### src/design/assert_macros.svh
// ----------------------------------------------------------------------------
// Assertion macros
// Concurrent assertion wrappers shared by the receiver pairing filter RTL.
// ----------------------------------------------------------------------------
`ifndef ASSERT_MACROS_SVH
`define ASSERT_MACROS_SVH

`ifndef SYNTHESIS

// property must hold at every clock edge out of reset
`define RPF_ASSERT(lbl, clk, rst_n, prop) \
  lbl: assert property (@(posedge clk) disable iff (!rst_n) (prop)) \
    else $error("rpf assertion failed");

// expression must never be true out of reset
`define RPF_ASSERT_NEVER(lbl, clk, rst_n, expr) \
  lbl: assert property (@(posedge clk) disable iff (!rst_n) !(expr)) \
    else $error("rpf forbidden condition seen");

`else

`define RPF_ASSERT(lbl, clk, rst_n, prop)
`define RPF_ASSERT_NEVER(lbl, clk, rst_n, expr)

`endif

`endif

### src/design/rpf_pkg.sv
// ----------------------------------------------------------------------------
// rpf_pkg
// Beat types, register indexes, codes and reset values of the pairing filter.
// ----------------------------------------------------------------------------
`default_nettype none

package rpf_pkg;

  // operation codes
  localparam logic OP_PACKET = 1'b0;
  localparam logic OP_TICK   = 1'b1;

  // verdict codes
  localparam logic [1:0] VERDICT_REJECT = 2'd0;
  localparam logic [1:0] VERDICT_KNOWN  = 2'd1;
  localparam logic [1:0] VERDICT_LEARN  = 2'd2;
  localparam logic [1:0] VERDICT_TICK   = 2'd3;

  // configuration register indexes
  localparam int unsigned CFG_IDX_W = 2;
  localparam logic [CFG_IDX_W-1:0] CFG_PAIR_WINDOW = 2'd0;
  localparam logic [CFG_IDX_W-1:0] CFG_LEARN_MASK  = 2'd1;
  localparam logic [CFG_IDX_W-1:0] CFG_LAMP_MASK   = 2'd2;
  localparam logic [CFG_IDX_W-1:0] CFG_LAMP_HOLD   = 2'd3;
  localparam int unsigned CFG_DATA_W = 16;

  // register reset values
  localparam logic [15:0] PAIR_WINDOW_RST = 16'd3000;
  localparam logic [7:0]  LEARN_MASK_RST  = 8'd8;
  localparam logic [7:0]  LAMP_MASK_RST   = 8'd15;
  localparam logic [15:0] LAMP_HOLD_RST   = 16'd60;

  // link quality bit that marks good reception
  localparam int unsigned LQ_GOOD_BIT = 7;

  localparam logic [15:0] HOLD_MAX = 16'hFFFF;

  typedef struct packed {
    logic        operation;
    logic [7:0]  link_quality;
    logic [31:0] source_address;
    logic [7:0]  command_first;
    logic [7:0]  command_second;
  } in_beat_t;

  typedef struct packed {
    logic [1:0] verdict;
    logic [7:0] lamp_outputs;
    logic       paired;
    logic       store_request;
    logic       erase_first;
    logic [6:0] store_slot;
  } out_beat_t;

  // configuration register set
  typedef struct packed {
    logic [15:0] pair_window_ticks;
    logic [7:0]  learn_signal_mask;
    logic [7:0]  lamp_mask;
    logic [15:0] lamp_hold_ticks;
  } cfg_t;

endpackage

`default_nettype wire

### src/design/rpf_in_stage.sv
// ----------------------------------------------------------------------------
// rpf_in_stage
// Input register: holds one beat until the decision logic consumes it.
// ----------------------------------------------------------------------------
`default_nettype none

module rpf_in_stage (
  input  wire logic              clk,
  input  wire logic              rst_n,
  input  wire logic              in_valid,
  input  wire rpf_pkg::in_beat_t in_data,
  output logic                   in_stall,
  input  wire logic              adv,
  output logic                   item_vld,
  output rpf_pkg::in_beat_t      item
);

  logic              vld_r, vld_nxt;
  rpf_pkg::in_beat_t data_r;
  logic              take;

  // stall only while a held beat is not moving on
  assign in_stall = vld_r && !adv;
  assign take     = in_valid && !in_stall;

  always_comb begin
    vld_nxt = vld_r;
    if (take) begin
      vld_nxt = 1'b1;
    end else if (adv) begin
      vld_nxt = 1'b0;
    end
  end

  always_ff @(posedge clk) begin
    if (!rst_n) begin
      vld_r <= 1'b0;
    end else begin
      vld_r <= vld_nxt;
    end
  end

  // payload, no reset
  always_ff @(posedge clk) begin
    if (take) begin
      data_r <= in_data;
    end
  end

  assign item_vld = vld_r;
  assign item     = data_r;

endmodule

`default_nettype wire

### src/design/rpf_core.sv
// ----------------------------------------------------------------------------
// rpf_core
// Per-beat decision logic with the pairing, lamp and slot state registers.
// ----------------------------------------------------------------------------
`default_nettype none

module rpf_core #(
  parameter int unsigned SLOT_COUNT = 128
) (
  input  wire logic              clk,
  input  wire logic              rst_n,
  input  wire logic              adv,
  input  wire rpf_pkg::in_beat_t item,
  input  wire rpf_pkg::cfg_t     cfg,
  output rpf_pkg::out_beat_t     result
);

  localparam int unsigned SLOT_CMP_W = 9;
  localparam logic [SLOT_CMP_W-1:0] SLOT_LIMIT = SLOT_CMP_W'(SLOT_COUNT);

  logic [31:0] learned_r, learned_nxt;
  logic        paired_r, paired_nxt;
  logic [15:0] window_r, window_nxt;
  logic [7:0]  lamp_r, lamp_nxt;
  logic [15:0] hold_r, hold_nxt;
  logic [7:0]  slot_cnt_r, slot_cnt_nxt;

  logic       pkt_good;
  logic       addr_known;
  logic       can_learn;
  logic [7:0] slot;
  logic [7:0] lamp_drive;
  logic [7:0] lamp_mid;

  assign pkt_good   = item.link_quality[rpf_pkg::LQ_GOOD_BIT] &&
                      (item.command_first == item.command_second);
  assign addr_known = (item.source_address == learned_r);
  assign can_learn  = !paired_r && (window_r != 16'd0) &&
                      ((item.command_second & cfg.learn_signal_mask) != 8'd0);
  // wrap to slot 0 once the count runs past the slot store
  assign slot       = ({1'b0, slot_cnt_r} >= SLOT_LIMIT) ? 8'd0 : slot_cnt_r;
  assign lamp_drive = (lamp_r & ~cfg.lamp_mask) | item.command_first;

  // decision
  always_comb begin
    learned_nxt  = learned_r;
    paired_nxt   = paired_r;
    window_nxt   = window_r;
    lamp_mid     = lamp_r;
    hold_nxt     = hold_r;
    slot_cnt_nxt = slot_cnt_r;
    result       = '0;
    priority if (item.operation == rpf_pkg::OP_TICK) begin
      result.verdict = rpf_pkg::VERDICT_TICK;
      if (hold_r != rpf_pkg::HOLD_MAX) begin
        hold_nxt = hold_r + 16'd1;
      end
      if (!paired_r && (window_r != 16'd0)) begin
        window_nxt = window_r - 16'd1;
      end
    end else if (!pkt_good) begin
      result.verdict = rpf_pkg::VERDICT_REJECT;
    end else if (addr_known) begin
      result.verdict = rpf_pkg::VERDICT_KNOWN;
      paired_nxt     = 1'b1;
      lamp_mid       = lamp_drive;
      hold_nxt       = 16'd0;
    end else if (can_learn) begin
      result.verdict       = rpf_pkg::VERDICT_LEARN;
      result.store_request = 1'b1;
      result.erase_first   = (slot == 8'd0);
      result.store_slot    = slot[6:0];
      learned_nxt          = item.source_address;
      paired_nxt           = 1'b1;
      slot_cnt_nxt         = slot + 8'd1;
      lamp_mid             = lamp_drive;
      hold_nxt             = 16'd0;
    end else begin
      result.verdict = rpf_pkg::VERDICT_REJECT;
    end
    // hold expiry after every beat
    lamp_nxt = (hold_nxt > cfg.lamp_hold_ticks) ? (lamp_mid & ~cfg.lamp_mask) : lamp_mid;
    result.lamp_outputs = lamp_nxt;
    result.paired       = paired_nxt;
  end

  // state update on each consumed beat
  always_ff @(posedge clk) begin
    if (!rst_n) begin
      learned_r  <= 32'd0;
      paired_r   <= 1'b0;
      window_r   <= rpf_pkg::PAIR_WINDOW_RST;
      lamp_r     <= 8'd0;
      hold_r     <= 16'd0;
      slot_cnt_r <= 8'd0;
    end else if (adv) begin
      learned_r  <= learned_nxt;
      paired_r   <= paired_nxt;
      window_r   <= window_nxt;
      lamp_r     <= lamp_nxt;
      hold_r     <= hold_nxt;
      slot_cnt_r <= slot_cnt_nxt;
    end
  end

endmodule

`default_nettype wire

### src/design/receiver_pairing_filter.sv
// ----------------------------------------------------------------------------
// receiver_pairing_filter
// Packet/tick filter that learns one transmitter and drives held lamp bits.
// ----------------------------------------------------------------------------
//   channel  | direction | ports                          | beat
//   ---------+-----------+--------------------------------+-------------------
//   input    | in        | in_valid, in_stall, in_data    | packet or tick
//   result   | out       | out_valid, out_stall, out_data | one per input beat
//   config   | in        | cfg_we, cfg_index, cfg_wdata   | register write
//
// One beat per cycle sustained while out_stall is low; an accepted beat passes
// from the input register through the decision logic into the result register.
// Reset (rst_n low, synchronous) loads register defaults and clears state;
// the pairing window restarts from its default of 3000 ticks.
// out_stall backs up through the result register into in_stall in the same
// cycle, so no beat is dropped while the result side waits.
// ----------------------------------------------------------------------------
`default_nettype none
`include "assert_macros.svh"

module receiver_pairing_filter #(
  parameter int unsigned SLOT_COUNT = 128
) (
  input  wire logic                               clk,
  input  wire logic                               rst_n,
  input  wire logic                               in_valid,
  output logic                                    in_stall,
  input  wire rpf_pkg::in_beat_t                  in_data,
  output logic                                    out_valid,
  input  wire logic                               out_stall,
  output rpf_pkg::out_beat_t                      out_data,
  input  wire logic                               cfg_we,
  input  wire logic [rpf_pkg::CFG_IDX_W-1:0]      cfg_index,
  input  wire logic [rpf_pkg::CFG_DATA_W-1:0]     cfg_wdata
);

  rpf_pkg::cfg_t      cfg_r, cfg_nxt;
  rpf_pkg::in_beat_t  item;
  rpf_pkg::out_beat_t result;
  rpf_pkg::out_beat_t out_r;
  logic               item_vld;
  logic               adv;
  logic               out_vld_r, out_vld_nxt;

  // configuration registers
  always_comb begin
    cfg_nxt = cfg_r;
    if (cfg_we) begin
      unique case (cfg_index)
        rpf_pkg::CFG_PAIR_WINDOW: cfg_nxt.pair_window_ticks = cfg_wdata;
        rpf_pkg::CFG_LEARN_MASK:  cfg_nxt.learn_signal_mask = cfg_wdata[7:0];
        rpf_pkg::CFG_LAMP_MASK:   cfg_nxt.lamp_mask         = cfg_wdata[7:0];
        rpf_pkg::CFG_LAMP_HOLD:   cfg_nxt.lamp_hold_ticks   = cfg_wdata;
        default:                  cfg_nxt = cfg_r;
      endcase
    end
  end

  always_ff @(posedge clk) begin
    if (!rst_n) begin
      cfg_r.pair_window_ticks <= rpf_pkg::PAIR_WINDOW_RST;
      cfg_r.learn_signal_mask <= rpf_pkg::LEARN_MASK_RST;
      cfg_r.lamp_mask         <= rpf_pkg::LAMP_MASK_RST;
      cfg_r.lamp_hold_ticks   <= rpf_pkg::LAMP_HOLD_RST;
    end else begin
      cfg_r <= cfg_nxt;
    end
  end

  // a held beat moves on when the result register is free or draining
  assign adv = item_vld && (!out_vld_r || !out_stall);

  rpf_in_stage u_in_stage (
    .clk      (clk),
    .rst_n    (rst_n),
    .in_valid (in_valid),
    .in_data  (in_data),
    .in_stall (in_stall),
    .adv      (adv),
    .item_vld (item_vld),
    .item     (item)
  );

  rpf_core #(
    .SLOT_COUNT (SLOT_COUNT)
  ) u_core (
    .clk    (clk),
    .rst_n  (rst_n),
    .adv    (adv),
    .item   (item),
    .cfg    (cfg_r),
    .result (result)
  );

  // result register
  always_comb begin
    out_vld_nxt = out_vld_r;
    if (adv) begin
      out_vld_nxt = 1'b1;
    end else if (!out_stall) begin
      out_vld_nxt = 1'b0;
    end
  end

  always_ff @(posedge clk) begin
    if (!rst_n) begin
      out_vld_r <= 1'b0;
    end else begin
      out_vld_r <= out_vld_nxt;
    end
  end

  always_ff @(posedge clk) begin
    if (adv) begin
      out_r <= result;
    end
  end

  assign out_valid = out_vld_r;
  assign out_data  = out_r;

  // checks
  `RPF_ASSERT(a_store_only_on_learn, clk, rst_n, (out_vld_r && out_r.store_request) |-> (out_r.verdict == rpf_pkg::VERDICT_LEARN))
  `RPF_ASSERT(a_erase_at_slot0, clk, rst_n, (out_vld_r && out_r.erase_first) |-> (out_r.store_request && (out_r.store_slot == 7'd0)))
  `RPF_ASSERT_NEVER(a_stall_when_empty, clk, rst_n, in_stall && !item_vld)
  `RPF_ASSERT(a_learn_is_paired, clk, rst_n, (out_vld_r && (out_r.verdict == rpf_pkg::VERDICT_LEARN)) |-> out_r.paired)

endmodule

`default_nettype wire
### config.mk
export PLATFORM = sky130hd
export DESIGN_NAME = receiver_pairing_filter
export DESIGN_NICKNAME = d
export VERILOG_FILES = /design/src/design/rpf_pkg.sv /design/src/design/rpf_in_stage.sv /design/src/design/rpf_core.sv /design/src/design/receiver_pairing_filter.sv
export VERILOG_INCLUDE_DIRS = /design/src /design/src/design
export SDC_FILE = /design/constraint.sdc
export NUM_CORES = 1
export LEC_CHECK = 0
export BUFFER_PORTS_ARGS = -buffer_cell sky130_fd_sc_hd__buf_2
export CAP_MARGIN = 25
export CORE_ASPECT_RATIO = 1.25
export CORE_MARGIN = 5
export CORE_UTILIZATION = 41
export CTS_CLUSTER_SIZE = 20
export DETAILED_ROUTE_END_ITERATION = 12
export PLACE_DENSITY = 0.58
export SYNTH_ARGS = -nofsm -noshare
export SYNTH_HDL_FRONTEND = slang
export SYNTH_SLANG_ARGS = --single-unit
export TNS_END_PERCENT = 1
### constraint.sdc
create_clock -name clk -period 3.95 [get_ports clk]
set_input_delay 0.395 -clock clk [delete_from_list [all_inputs] [get_ports clk]]
set_output_delay 0.395 -clock clk [all_outputs]
set_load 0.005 [all_outputs]
=== Word level (Yosys, flattened, before mapping) ===
Cells that the tools add are included.

* Register bits after elaboration: 192
* Latch bits: 0
* Memory bits (writable): 0
* Bits in read-only memories: 0
* Input port bits: 80
* Output and inout bits: 22
* Word-level logic and storage cells: 89
* Memories: 0

* Add/sub/neg operators: 3
* $mul: 0
* Divide/modulo/power cells: 0
* Magnitude comparators: 2
* Equal/unequal tests: 7
* Shifts and indexed selects: 0
* Multiplexer cells: 23
* Bitwise operators: 9
* Reduce and logical (&&, ||, !) cells: 23

{| class="wikitable"
|+ Operators with widths
! operator !! number
|-
| 16-bit two-way mux || 5
|-
| 8-bit two-way mux || 6
|-
| 32-bit == test || 1
|-
| 8-bit bitwise AND || 3
|-
| 16-bit by 1-bit adder with 16-bit output, second input constant || 1
|-
| 16-bit greater-than comparator || 1
|-
| 16-bit != test, second input constant || 1
|-
| 16-bit nonzero test || 1
|-
| 16-bit by 1-bit subtractor with 16-bit output, second input constant || 1
|-
| 9-bit two-way mux || 1
|-
| 8-bit by 1-bit adder with 8-bit output, second input constant || 1
|-
| 8-bit == test || 1
|-
| 8-bit >= comparator, second input constant || 1
|-
| 8-bit logical NOT || 1
|-
| 1-bit two-way mux || 8
|-
| 8-bit inverter || 1
|-
| 8-bit bitwise OR || 1
|-
| 8-bit nonzero test || 1
|-
| 1-bit logical AND || 6
|-
| 2-bit two-way mux || 3
|-
| 2-bit AND reduction || 3
|-
| 1-bit logical NOT || 5
|-
| 5-bit AND reduction || 1
|-
| 2-bit == test, second input constant || 2
|-
| other kinds (8) || 11
|}

=== Longest topological paths before layout ===
Gate-level depths: netlist of the first run.

* Depth in word-level cells: 9
* Mapped depth: 18
* Depth with buffers taken out: 16

=== Cells and area by module ===
A second synthesis of the first run with hierarchy kept.

* Cell total of the unflattened synthesis: 933
* Area total of the unflattened synthesis: 9743.1 um^2

{| class="wikitable"
|+ By module, submodules not included
! module !! times used !! cells an instance !! area each (um^2) !! sequential area each (um^2)
|-
| rpf_core || 1 || 658 || 5441.5 || 1621.6
|-
| receiver_pairing_filter || 1 || 214 || 2542.4 || 1581.5
|-
| rpf_in_stage || 1 || 61 || 1759.2 || 1731.7
|}

=== Worst setup path after synthesis of the first run ===
No wires, ideal clock.

* Path kind: register to register
* Start point: register u_core.window_r[0]
* End point: register u_core.lamp_r[1]
* Library setup time: 0.091 ns
* Data arrival time: 3.438 ns
* Data required time: 3.859 ns
* Path slack: 0.421 ns
* Cell stages (with the launch flop): 18
* Path buffers: 2
* Cells stage by stage: dfxtp_1 -> inv_1 -> ha_1 -> nor4b_1 -> a41oi_1 -> nand3_2 -> and2_1 -> buf_2 -> clkbuf_1 -> nand3_1 -> o21ai_0 -> ha_1 -> a21o_1 -> a221o_1 -> a221oi_1 -> a21oi_1 -> o21bai_1 -> a311oi_1

* Word-level cells in the longest chain between the ends: 9
* Elaborated cells on any way between the ends: 14
* Classes of those cells: order compare: 1; mux: 9; bitwise: 1; reduce/logical: 3

{| class="wikitable"
|+ RTL lines
! element !! RTL line !! RTL
|-
| from (decl) || rpf_core.sv:23 || <nowiki>logic [15:0] window_r, window_nxt;</nowiki>
|-
| from (signal assigned) || rpf_core.sv:92 || <nowiki>window_r <= rpf_pkg::PAIR_WINDOW_RST;</nowiki>
|-
| from (signal assigned) || rpf_core.sv:99 || <nowiki>window_r <= window_nxt;</nowiki>
|-
| 16-bit nonzero test || rpf_core.sv:38 || <nowiki>assign can_learn = !paired_r && (window_r != 16'd0) &&</nowiki>
|-
| 1-bit logical AND (2 in series) || rpf_core.sv:38 ||
|-
| 16-bit two-way mux || rpf_core.sv:68 || <nowiki>end else if (can_learn) begin</nowiki>
|-
| 16-bit two-way mux || rpf_core.sv:63 || <nowiki>end else if (addr_known) begin</nowiki>
|-
| 16-bit two-way mux || rpf_core.sv:61 || <nowiki>end else if (!pkt_good) begin</nowiki>
|-
| 16-bit two-way mux || rpf_core.sv:53 || <nowiki>priority if (item.operation == rpf_pkg::OP_TICK) begin</nowiki>
|-
| net u_core.hold_nxt[9] || rpf_core.sv:25 || <nowiki>logic [15:0] hold_r, hold_nxt;</nowiki>
|-
| 16-bit greater-than comparator || rpf_core.sv:82 || <nowiki>lamp_nxt = (hold_nxt > cfg.lamp_hold_ticks) ? (lamp_mid & ~cfg.lamp_mask) : lamp_mid;</nowiki>
|-
| 8-bit two-way mux || rpf_core.sv:82 ||
|-
| to (signal assigned) || rpf_core.sv:100 || <nowiki>lamp_r <= lamp_nxt;</nowiki>
|-
| to (decl) || rpf_core.sv:24 || <nowiki>logic [7:0] lamp_r, lamp_nxt;</nowiki>
|}

The timed path passes the listed nets, and every way through them passes these cells.
A chain may end at the register's enable or synchronous reset.

==> results by group, run 1 <==
Timing
  – Worst-Margin Slew: 0.932 ns
  – Final min period: 3.73 ns
  – RSZ-0062 raised after global routing: true
  – Final worst slack: 0.223 ns
  – Final hold slack: 0.133 ns
  – Setup violators final: 0
  – Max_slew headroom: 37.8%
  – Final hold vios: 0
  – Crit share post-route: 94.3%
  – Fmax achieved: 0.268 GHz
  – Fin. max-slew vios: 0
  – Setup Skew: 0.0120 ns
  – Final setup TNS: 0 ns

CTS
  – H-tree depth: 4
  – CTS Buf Count: 17
  – Insertion delay to the later sink of the worst-skew pair: 0.43 ns
  – Clock transition at the registers of the reported paths: 0.08 ns
  – CTS root buffer: clkbuf_16
  – Worst-case clock buffer depth: 2
  – CTS Hold Bufs: 0
  – CTS tree: done
  – CTS Sinks: 185

Power and ir drop
  – IR drop worst, VDD: 0.296 mV
  – Pwr/cell area: 418 nW/um2
  – P_leak: 3.63 nW
  – Final Power: 4.04 mW

Yosys
  – Synth warn: 0
  – Synth Area in XOR/XNOR: 5.81%
  – Seq/Total Area, Yosys: 54.5%
  – Post-synthesis mux area share: 1.63%
  – Syn Std Cell Area: 8080 um2
  – Post-Synth Adder-Cell Area: 3.10%
  – Main synth FF type: dfxtp_1
  – Number of distinct library cells after synthesis: 54
  – Largest cells by area after synthesis: dfxtp_1 29%, edfxtp_1 26%, nand2_1 6.7%
  – Syn avg cell area: 9.80 um2
  – Cells after synthesis: 824
  – Async S/R FF share, synth: 0%
  – Top-area cell type share of the netlist area: 28.5%
  – Simple logic cell fraction of the synthesized area: 18.7%
  – Post-synth EDFFs: 70
  – Main combinational cell family by area after synthesis: simple AND/OR/NAND/NOR gates
  – Synth Area in Compound Gates: 13.1%
  – Dominant cell type by area after synthesis: dfxtp_1
  – Synth Net Count: 924
  – Yosys reg bits: 185

Place
  – DP Worst Slack: 0.126 ns
  – GPL Wtd Cong: 0.807
  – Dpl cells: 1177
  – Dpl hpwl: 12800 um
  – Port Buffers: 94

Drt
  – WL final: 18100 um
  – 1st-pass router iterations: 5
  – DRT iter0 DRCs: 335
  – Vias: 6253
  – WL/cell: 14.9 um
  – Antenna viol nets, final: 0
  – Via-to-Cell Ratio: 5.16
  – Post-route DRC: 0

Global route
  – Antenna violations before repair: 0
  – Total global routing overflow: 0
  – Vias in the first global route: 6008
  – Largest net degree at the start of global routing: 52
  – All-Layer GR Usage: 16.4%
  – First-pass GRT wire length: 29800 um

Critical path
  – Arrival time worst endpoint: 3.97 ns
  – Critical path startpoint category: flop
  – CP max FO: 8
  – CP Data Required Time: 4.19 ns
  – CP Class: flop to flop
  – CP endpoint kind: flop

Die
  – Die width: 136 um
  – Die area: 22600 um2
  – Core footprint: 19400 um2
  – Placement Rows: 57
  – Die Height: 167 um
  – Initial Util: 41.6%
  – IO Count: 102

Final layout
  – Nets@finish: 1034
  – Area growth syn-to-layout: 19.9%
  – Number of fill cells in the layout: 1830
  – Share of cells above drive strength 1: 19.7%
  – # diodes: 0
  – Register Area: 4400 um2
  – Fin cells: 1212
  – Multi-input gate area: 3480 um2

Worst hold path
  – HP Class: primary input to flop

Job
  – Max-capacitance violation count: 0

Outcome
  – Outcome: finished clean
stage by stage:
| step | utilization [%] | instance area (um2) |
|---|---|---|
| floorplan | - | 8080 |
| global placement | 46.3 | 8980 |
| detailed placement | 46.3 | 8980 |
| CTS | 49.5 | 9610 |
| global route | 49.9 | 9690 |
| finish | 49.9 | 9690 |
critical path, stage by stage, from the launching register on:
cell	delay (ns)
edfxtp_1	0.48
xnor2_2	0.20
nand4_1	0.18
nor4_4	0.40
nand3_2	0.13
and2_4	0.22
nand3_1	0.08
o21ai_0	0.12
ha_1	0.32
and2_1	0.17
a221o_1	0.31
a221oi_2	0.28
a21oi_1	0.10
buf_4	0.17
o21bai_1	0.17
a21oi_1	0.21
report_power, final:
group / internal (mW) / switching (mW) / total (mW)
registers: 2.04 / 0.0385 / 2.07
logic: 0.0903 / 0.123 / 0.213
clock network: 0.921 / 0.835 / 1.76
logic make-up (layout without fill, tap and decap cells):
group | after synthesis | after routing
XOR/XNOR | 51 | 51
buffers and inverters | 65 | 188
multiplexers | 13 | 13
AND/OR/NAND/NOR | 315 | 315
adder cells (fa/ha/maj) | 20 | 20
flip-flops | 185 | 185
AO/OA/AOI/OAI | 175 | 175
flip-flops by register name (all words and copies together) (netlist names):
name                 flops
u_core.hold_r           16
u_core.learned_r        32
out_valid                1
u_core.paired_r          1
u_core.window_r         16
u_in_stage.item         50
u_core.slot_cnt_r        8
u_in_stage.item_vld      1
cfg_r                   32
out_data                20
u_core.lamp_r            8
worst paths after layout:
check	depth (start not counted)	slack [ns]	end	startpoint
worst min-delay path	1	0.13	u_in_stage.item[26]	in_data[26]
worst max register to register	15	0.22	out_data[10]	u_in_stage.item[0]
worst min register to register	2	0.46	cfg_r[9]	cfg_r[9]
worst max-delay path	15	0.22	out_data[10]	u_in_stage.item[0]
metal layers:
layer	vias to the layer above	part of all wire (%)	wire length, um	global-route usage (%)
li1	3182	-	-	-
met1	2902	45	8100	21.4
met2	138	48	8720	26.8
met3	31	4.3	781	3.47
met4	0	2.7	488	6.14
met5	-	0	0	0
area by class of cell:
| type | instances | area share, % |
|---|---|---|
| multi-input combinational | 574 | 36.0 |
| tap | 265 | 3.42 |
| sequential | 185 | 45.5 |
| timing repair buffer | 131 | 7.73 |
| inverter | 25 | 0.969 |
| clock buffer | 17 | 4.39 |
| clock inverter | 15 | 2.07 |
Yosys cell counts (all sizes together) (5+ instances only):
cell type / n
nand2: 145
dfxtp: 115
a21oi: 84
edfxtp: 70
xnor2: 48
nand3: 38
nor2: 38
clkbuf: 30
inv: 25
nand4: 25
o21ai: 24
ha: 20
a31oi: 17
a311oi: 14
mux2i: 12
nor3: 12
buf: 10
nor4: 10
and2: 9
o21bai: 8
or3: 8
and3: 6
o31ai: 6
o211ai: 5
placed cells by master, fill, tap and decap left out, types with 5 or more instances in the layout:
master     netlist  final
nand2_1        145    145
dfxtp_1        115    115
buf_2           10     94
a21oi_1         84     84
edfxtp_1        70     70
xnor2_1         45     42
nor2_1          38     38
buf_4            0     37
nand3_1         36     35
nand4_1         25     25
o21ai_0         23     23
inv_1           24     23
ha_1            20     20
a31oi_1         17     17
clkbuf_16        0     17
a311oi_1        14     14
mux2i_1         12     12
nor3_1          12     11
nor4_1           9      8
and2_1           9      8
o21bai_1         8      8
or3_1            7      7
xnor2_2          3      6
and3_1           6      6
o211ai_1         5      5
o31ai_1          6      5
clkinv_8         0      5
repair_timing:
action / CTS / global route
setup buffers: 0 / 3
setup endpoints to repair: 0 / 16
gates resized for setup: 0 / 11
No activity file was read; power rests on OpenSTA's default activity.
==> run 2, diff against run 1 <==
PLACE_DENSITY = 0.64   (was 0.58)
clock period = 4.7 ns   (was 3.95 ns; I/O delays follow)
==> run 2 against run 1 <==
  * Register-to-register slack improved by 0.23 ns
  * Routed wire length fell by 3.2%
  * Critical path depth unchanged
  * Worst setup slack gained 0.23 ns
  * Count of clock-buffer cells in the layout is the same
  * Final area shrank 2.8%
  * Critical path type unchanged
  * Largest cell class unchanged
  * Highest routed layer unchanged
==> results by group, run 2 (synthesized netlist as in run 1, its figures left out) <==
CTS
  – CTS root buffer: clkbuf_16 (unchanged)
  – CTS Buf Count: 17 (unchanged)
  – CTS tree: done (unchanged)
  – CTS Hold Bufs: 0 (unchanged)
  – Insertion delay to the later sink of the worst-skew pair: 0.43 ns (about the same)
  – Setup bufs post-CTS: 0 (unchanged)
  – H-tree depth: 4 (unchanged)
  – Clock transition at the registers of the reported paths: 0.08 ns (about the same)
  – CTS Sinks: 185 (unchanged)
  – Worst-case clock buffer depth: 2 (unchanged)
  – Post-CTS sizing: 0 (unchanged)

Critical path
  – FF-to-FF setup slack: 0.45 ns (was 0.22 ns)
  – Cells on worst reg2reg path: 15 (unchanged)
  – Crit-path max cell delay: 0.63 ns (was 0.48 ns)
  – Worst path slowest cell: and2_1 (was edfxtp_1)
  – Crit path top cell by count: ha_1 (was a21oi_1)
  – CP Data Required Time: 5.02 ns (was 4.19 ns)
  – CP max FO: 19 (was 8)
  – Arrival time worst endpoint: 4.58 ns (was 3.97 ns)
  – Crit path max-delay family: compound AO/OA/AOI/OAI gates (unchanged)
  – Worst r2r src: u_core.window_r[0] (was u_in_stage.item[0])
  – CP Class: flop to flop (unchanged)
  – Critical path startpoint category: flop (unchanged)
  – WP buf/inv: 1 (unchanged)
  – CP endpoint kind: flop (unchanged)
  – Cell-by-cell trace of the critical path: inv_1 -> ha_1 -> nor4b_1 -> a41oi_1 -> nand3_2 -> and2_1 -> nand3_1 -> o21ai_0 -> ha_1 -> a21o_1 -> a221o_1 -> a221oi_1 -> a21oi_1 -> o21bai_1 -> a311oi_1 (was xnor2_2 -> nand4_1 -> nor4_4 -> nand3_2 -> and2_4 -> nand3_1 -> o21ai_0 -> ha_1 -> and2_1 -> a221o_1 -> a221oi_2 -> a21oi_1 -> buf_4 -> o21bai_1 -> a21oi_1)
  – Reg-to-Reg End: u_core.lamp_r[3] (was out_data[10])

Job
  – Max-capacitance violation count: 0 (unchanged)

Final layout
  – Commonest non-fill, non-tap cell in the layout: nand2_1 (unchanged)
  – Number of fill cells in the layout: 1839 (was 1830)
  – Nets@finish: 1006 (was 1034)
  – Most frequent cells in the layout: 145 x nand2_1, 115 x dfxtp_1, 94 x buf_2 (unchanged)
  – Post-layout util: 48.5% (was 49.9%)
  – Register Area: 4400 um2 (unchanged)
  – Largest register FFs: 50 (unchanged)
  – Area growth syn-to-layout: 16.6% (was 19.9%)
  – Multi-input gate area: 3430 um2 (was 3480 um2)
  – Share of cells above drive strength 1: 16.3% (was 19.7%)
  – # diodes: 0 (unchanged)

Global route
  – Top Usage Layer GRT: met2 (unchanged)
  – All-Layer GR Usage: 15.8% (was 16.4%)
  – Met3 Usage GRT: 3.56% (was 3.47%)
  – Total global routing overflow: 0 (unchanged)
  – Met1 Use GR: 20.2% (was 21.4%)
  – Antenna violations before repair: 0 (unchanged)
  – Vias in the first global route: 5871 (was 6008)
  – Global Route met2 Usage: 26.7% (was 26.8%)
  – First-pass GRT wire length: 28600 um (was 29800 um)
  – Largest net degree at the start of global routing: 52 (unchanged)

Timing
  – Final setup TNS: 0 ns (unchanged)
  – Fmax achieved: 0.235 GHz (was 0.268 GHz)
  – Fin. max-slew vios: 0 (unchanged)
  – Setup violators final: 0 (unchanged)
  – Max_slew headroom: 38.2% (was 37.8%)
  – Final min period: 4.25 ns (was 3.73 ns)
  – Crit share post-route: 90.5% (was 94.3%)
  – Setup Skew: 0.0127 ns (was 0.0120 ns)
  – Final hold vios: 0 (unchanged)
  – RSZ-0062 raised after global routing: false (was true)
  – Worst-Margin Slew: 0.928 ns (was 0.932 ns)

Worst hold path
  – HP Class: primary input to flop (unchanged)
  – Hold_sp: in_data[29] (was in_data[26])
  – Hold Crit Depth: 1 (unchanged)
  – End of the worst hold path: u_in_stage.item[29] (was u_in_stage.item[26])

Power and ir drop
  – Pwr/cell area: 359 nW/um2 (was 418 nW/um2)
  – P_leak: 3.48 nW (was 3.63 nW)
  – IR drop worst, VDD: 0.303 mV (was 0.296 mV)

Die
  – Die width: 136 um (unchanged)
  – Initial Util: 41.6% (unchanged)
  – Core footprint: 19400 um2 (unchanged)
  – IO Count: 102 (unchanged)
  – Die Height: 167 um (unchanged)
  – Placement Rows: 57 (unchanged)
  – Die area: 22600 um2 (unchanged)

Place
  – Dpl hpwl: 12300 um (was 12800 um)
  – Port Buffers: 94 (unchanged)
  – GPL Wtd Cong: 0.805 (was 0.807)

Drt
  – WL/cell: 14.8 um (was 14.9 um)
  – 1st-pass router iterations: 5 (unchanged)
  – Antenna viol nets, final: 0 (unchanged)
  – Via-to-Cell Ratio: 5.19 (was 5.16)
  – Vias: 6146 (was 6253)
  – WL final: 17500 um (was 18100 um)
  – Post-route DRC: 0 (unchanged)
  – DRT iter0 DRCs: 367 (was 335)

Outcome
  – Outcome: finished clean (unchanged)
run 2: changes by cell type in the layout (fill, tap and decap cells not counted), sizes merged:
| cell | previous run | this run |
|---|---|---|
| buf | 131 | 103 |
| clkinv | 8 | 6 |
| inv | 31 | 33 |
run 2: area by class of cell:
type / count / area share, %
repair buffers: 103 / 5.71
clock buffers: 17 / 4.52
well taps: 265 / 3.52
clock inverters: 15 / 2.07
flip-flops and latches: 185 / 46.8
multi-input cells: 574 / 36.4
inverters: 25 / 0.996
run 2: stage by stage:
step,instance area [um2],setup slack [ns],hold WS [ns],power (mW),instances
floorplan,8080,1.17,0.436,1.87,824
global placement,8800,0.554,0.444,1.95,1152
detailed placement,8800,0.434,0.450,1.95,1152
CTS,9420,0.440,0.188,3.41,1184
global route,9420,0.0525,0.181,3.52,1184
finish,9420,0.449,0.208,3.38,1184
run 2: worst max path at each step:
stage                       start                to  slack (ns)  cells past startpoint
2_1_floorplan  u_core.window_r[0]  u_core.lamp_r[1]        1.17                     17
3_3_place_gp   u_core.window_r[0]  u_core.lamp_r[3]        0.55                     15
3_5_place_dp   u_core.window_r[0]  u_core.lamp_r[2]        0.43                     15
4_1_cts        u_core.window_r[0]  u_core.lamp_r[2]        0.44                     15
5_1_grt        u_core.window_r[0]      out_data[17]        0.05                     16
6_report       u_core.window_r[0]  u_core.lamp_r[3]        0.45                     15
run 2: power by group:
group          switching [mW]  total [mW]  leakage, nW  internal, mW
registers              0.0340        1.75         1.61          1.71
logic                  0.0986       0.167         1.56        0.0688
clock network           0.691        1.46        0.303         0.773
run 2: metal layers:
layer / up-vias / routed length [um]
met5: - / 0
li1: 3129 / -
met1: 2839 / 7810
met4: 0 / 255
met3: 21 / 875
met2: 157 / 8580
run 2: worst register-to-register path, delay by kind of cell, from the launching register on:
family	cells	cell delay, ns
buffers and inverters	1	0.06
AND/OR/NAND/NOR	4	1.27
AO/OA/AOI/OAI	8	2.02
adder cells (fa/ha/maj)	2	0.47
flip-flops	1	0.33
==> run 3, diff against run 2 <==
GPL_TIMING_DRIVEN = 0   (was unset)
==> run 3 against run 2 <==
  * Flip-flop and latch count stayed put
  * Clock power decreased by 3%
  * Die area stayed put
  * Non-clock buffer count is 32 higher
  * Largest power group unchanged
  * Final area up 1.1%
  * Global-route usage up 1.0 points
  * Total power is 0.95% lower
  * Critical path depth increased by 1
  * Utilization rose by 0.55 points
  * Clock skew is 0.0051 ns lower
  * Largest cell class unchanged
  * Fmax fell by 2.2%
  * Sequential power barely moved
==> results by group, run 3 (synthesized netlist as in run 1, its figures left out) <==
Drt
  – 1st-pass router iterations: 5 (unchanged)
  – Vias: 6351 (was 6146)
  – Via-to-Cell Ratio: 5.22 (was 5.19)
  – WL/cell: 15.4 um (was 14.8 um)
  – DRT iter0 DRCs: 369 (was 367)
  – Antenna viol nets, final: 0 (unchanged)
  – WL final: 18800 um (was 17500 um)
  – Post-route DRC: 0 (unchanged)

Place
  – Placed cell area: 8910 um2 (was 8800 um2)
  – GPL Wtd Cong: 0.875 (was 0.805)
  – Dpl hpwl: 14000 um (was 12300 um)
  – Port Buffers: 94 (unchanged)

Timing
  – Fin. max-slew vios: 0 (unchanged)
  – Final hold slack: 0.206 ns (was 0.208 ns)
  – RSZ-0062 raised after global routing: false (unchanged)
  – Final hold vios: 0 (unchanged)
  – Final setup TNS: 0 ns (unchanged)
  – Setup violators final: 0 (unchanged)
  – Final min period: 4.35 ns (was 4.25 ns)
  – Fmax achieved: 0.230 GHz (was 0.235 GHz)
  – Worst-Margin Slew: 0.792 ns (was 0.928 ns)
  – Crit share post-route: 92.5% (was 90.5%)
  – Setup Skew: 0.00758 ns (was 0.0127 ns)
  – Max_slew headroom: 47.2% (was 38.2%)

Critical path
  – CP Data Required Time: 4.92 ns (was 5.02 ns)
  – Worst r2r src: u_in_stage.item[16] (was u_core.window_r[0])
  – Cells on worst reg2reg path: 16 (was 15)
  – CP endpoint kind: flop (unchanged)
  – CP max FO: 10 (was 19)
  – Critical path startpoint category: flop (unchanged)
  – Reg-to-Reg End: out_data[13] (was u_core.lamp_r[3])
  – FF-to-FF setup slack: 0.35 ns (was 0.45 ns)
  – Arrival time worst endpoint: 4.57 ns (was 4.58 ns)
  – CP Class: flop to flop (unchanged)

Global route
  – All-Layer GR Usage: 16.8% (was 15.8%)
  – Vias in the first global route: 5980 (was 5871)
  – Antenna violations before repair: 0 (unchanged)
  – Largest net degree at the start of global routing: 38 (was 52)
  – Total global routing overflow: 0 (unchanged)
  – First-pass GRT wire length: 29900 um (was 28600 um)

Die
  – IO Count: 102 (unchanged)
  – Die width: 136 um (unchanged)
  – Die area: 22600 um2 (unchanged)
  – Core footprint: 19400 um2 (unchanged)
  – Initial Util: 41.6% (unchanged)
  – Placement Rows: 57 (unchanged)
  – Die Height: 167 um (unchanged)

Final layout
  – Area growth syn-to-layout: 17.9% (was 16.6%)
  – Share of cells above drive strength 1: 16.3% (about the same)
  – Nets@finish: 1038 (was 1006)
  – Largest register FFs: 50 (unchanged)
  – # diodes: 0 (unchanged)
  – Commonest non-fill, non-tap cell in the layout: nand2_1 (unchanged)
  – Final instance area: 9520 um2 (was 9420 um2)
  – Most frequent cells in the layout: 145 x nand2_1, 115 x dfxtp_1, 104 x buf_2 (was 145 x nand2_1, 115 x dfxtp_1, 94 x buf_2)

CTS
  – H-tree depth: 4 (unchanged)
  – Clock transition at the registers of the reported paths: 0.08 ns (about the same)
  – CTS Buf Count: 17 (unchanged)
  – CTS tree: done (unchanged)
  – Insertion delay to the later sink of the worst-skew pair: 0.43 ns (about the same)
  – CTS Sinks: 185 (unchanged)
  – Worst-case clock buffer depth: 2 (unchanged)
  – Setup bufs post-CTS: 0 (unchanged)
  – CTS root buffer: clkbuf_16 (unchanged)

Job
  – Max-capacitance violation count: 0 (unchanged)

Power and ir drop
  – P_leak: 3.51 nW (was 3.48 nW)
  – Pwr/cell area: 351 nW/um2 (was 359 nW/um2)
  – IR drop worst, VDD: 0.216 mV (was 0.303 mV)

Worst hold path
  – HP Class: primary input to flop (unchanged)
  – Hold Crit Depth: 1 (unchanged)
  – Hold_sp: in_data[30] (was in_data[29])
  – End of the worst hold path: u_in_stage.item[30] (was u_in_stage.item[29])

Outcome
  – Outcome: finished clean (unchanged)
run 3: worst max-delay path by stage:
stage          cells past startpoint                start               end  slack, ns
6_report                          16  u_in_stage.item[16]      out_data[13]       0.35
5_1_grt                           16  u_in_stage.item[14]      out_data[11]       0.09
4_1_cts                           16  u_in_stage.item[16]      out_data[13]       0.04
3_5_place_dp                      16  u_in_stage.item[16]      out_data[13]       0.07
3_3_place_gp                      16  u_in_stage.item[16]      out_data[14]       0.14
2_1_floorplan                     17   u_core.window_r[0]  u_core.lamp_r[1]       1.17
run 3: per-layer routing:
metal	share of wire, %	track usage (%)
met4	2.9	6.44
met1	44	22.0
met2	48	27.1
met3	5.0	3.62
met5	0	0
run 3: final cells by class:
type                       count  area, um2
timing repair buffer          95        490
buffer                        40        165
sequential                   185       4400
fill                        1835       9870
tap                          265        332
multi-input combinational    574       3430
clock buffer                  17        425
inverter                      25       93.8
clock inverter                15        179
run 3: what timing repair did:
action | CTS | global route
hold buffers | 0 | 0
gates resized for setup | 0 | 5
endpoints found under the setup margin | 0 | 16
run 3: where the power goes:
part | leakage [nW] | switching [mW] | total [mW] | internal, mW
clock network | 0.288 | 0.701 | 1.42 | 0.721
registers | 1.61 | 0.0326 | 1.74 | 1.71
logic | 1.61 | 0.107 | 0.179 | 0.0727
total | 3.51 | 0.840 | 3.34 | 2.50
run 3: stage by stage:
| step | total power [mW] | setup slack [ns] | utilization [%] | std cells |
|---|---|---|---|---|
| 2_1_floorplan | 1.87 | 1.17 | - | 824 |
| 3_3_place_gp | 1.96 | 0.137 | 45.8 | 1183 |
| 3_5_place_dp | 1.96 | 0.0657 | 45.9 | 1184 |
| 4_1_cts | 3.38 | 0.0351 | 49.0 | 1216 |
| 5_1_grt | 3.46 | 0.0862 | 49.1 | 1216 |
| 6_report | 3.34 | 0.354 | 49.1 | 1216 |
run 3: worst max-delay path, cell delays in order (launching register included):
cell	delay (ns)
edfxtp_1	0.43
xnor2_1	0.18
nand4_1	0.15
nor4_2	0.45
nand3_1	0.14
and2_1	0.16
buf_2	0.17
clkbuf_2	0.22
nand3_1	0.11
o21ai_0	0.17
ha_1	0.34
a21o_1	0.18
a221o_1	0.32
a221oi_1	0.36
a21oi_2	0.20
o21bai_1	0.22
a21oi_1	0.31
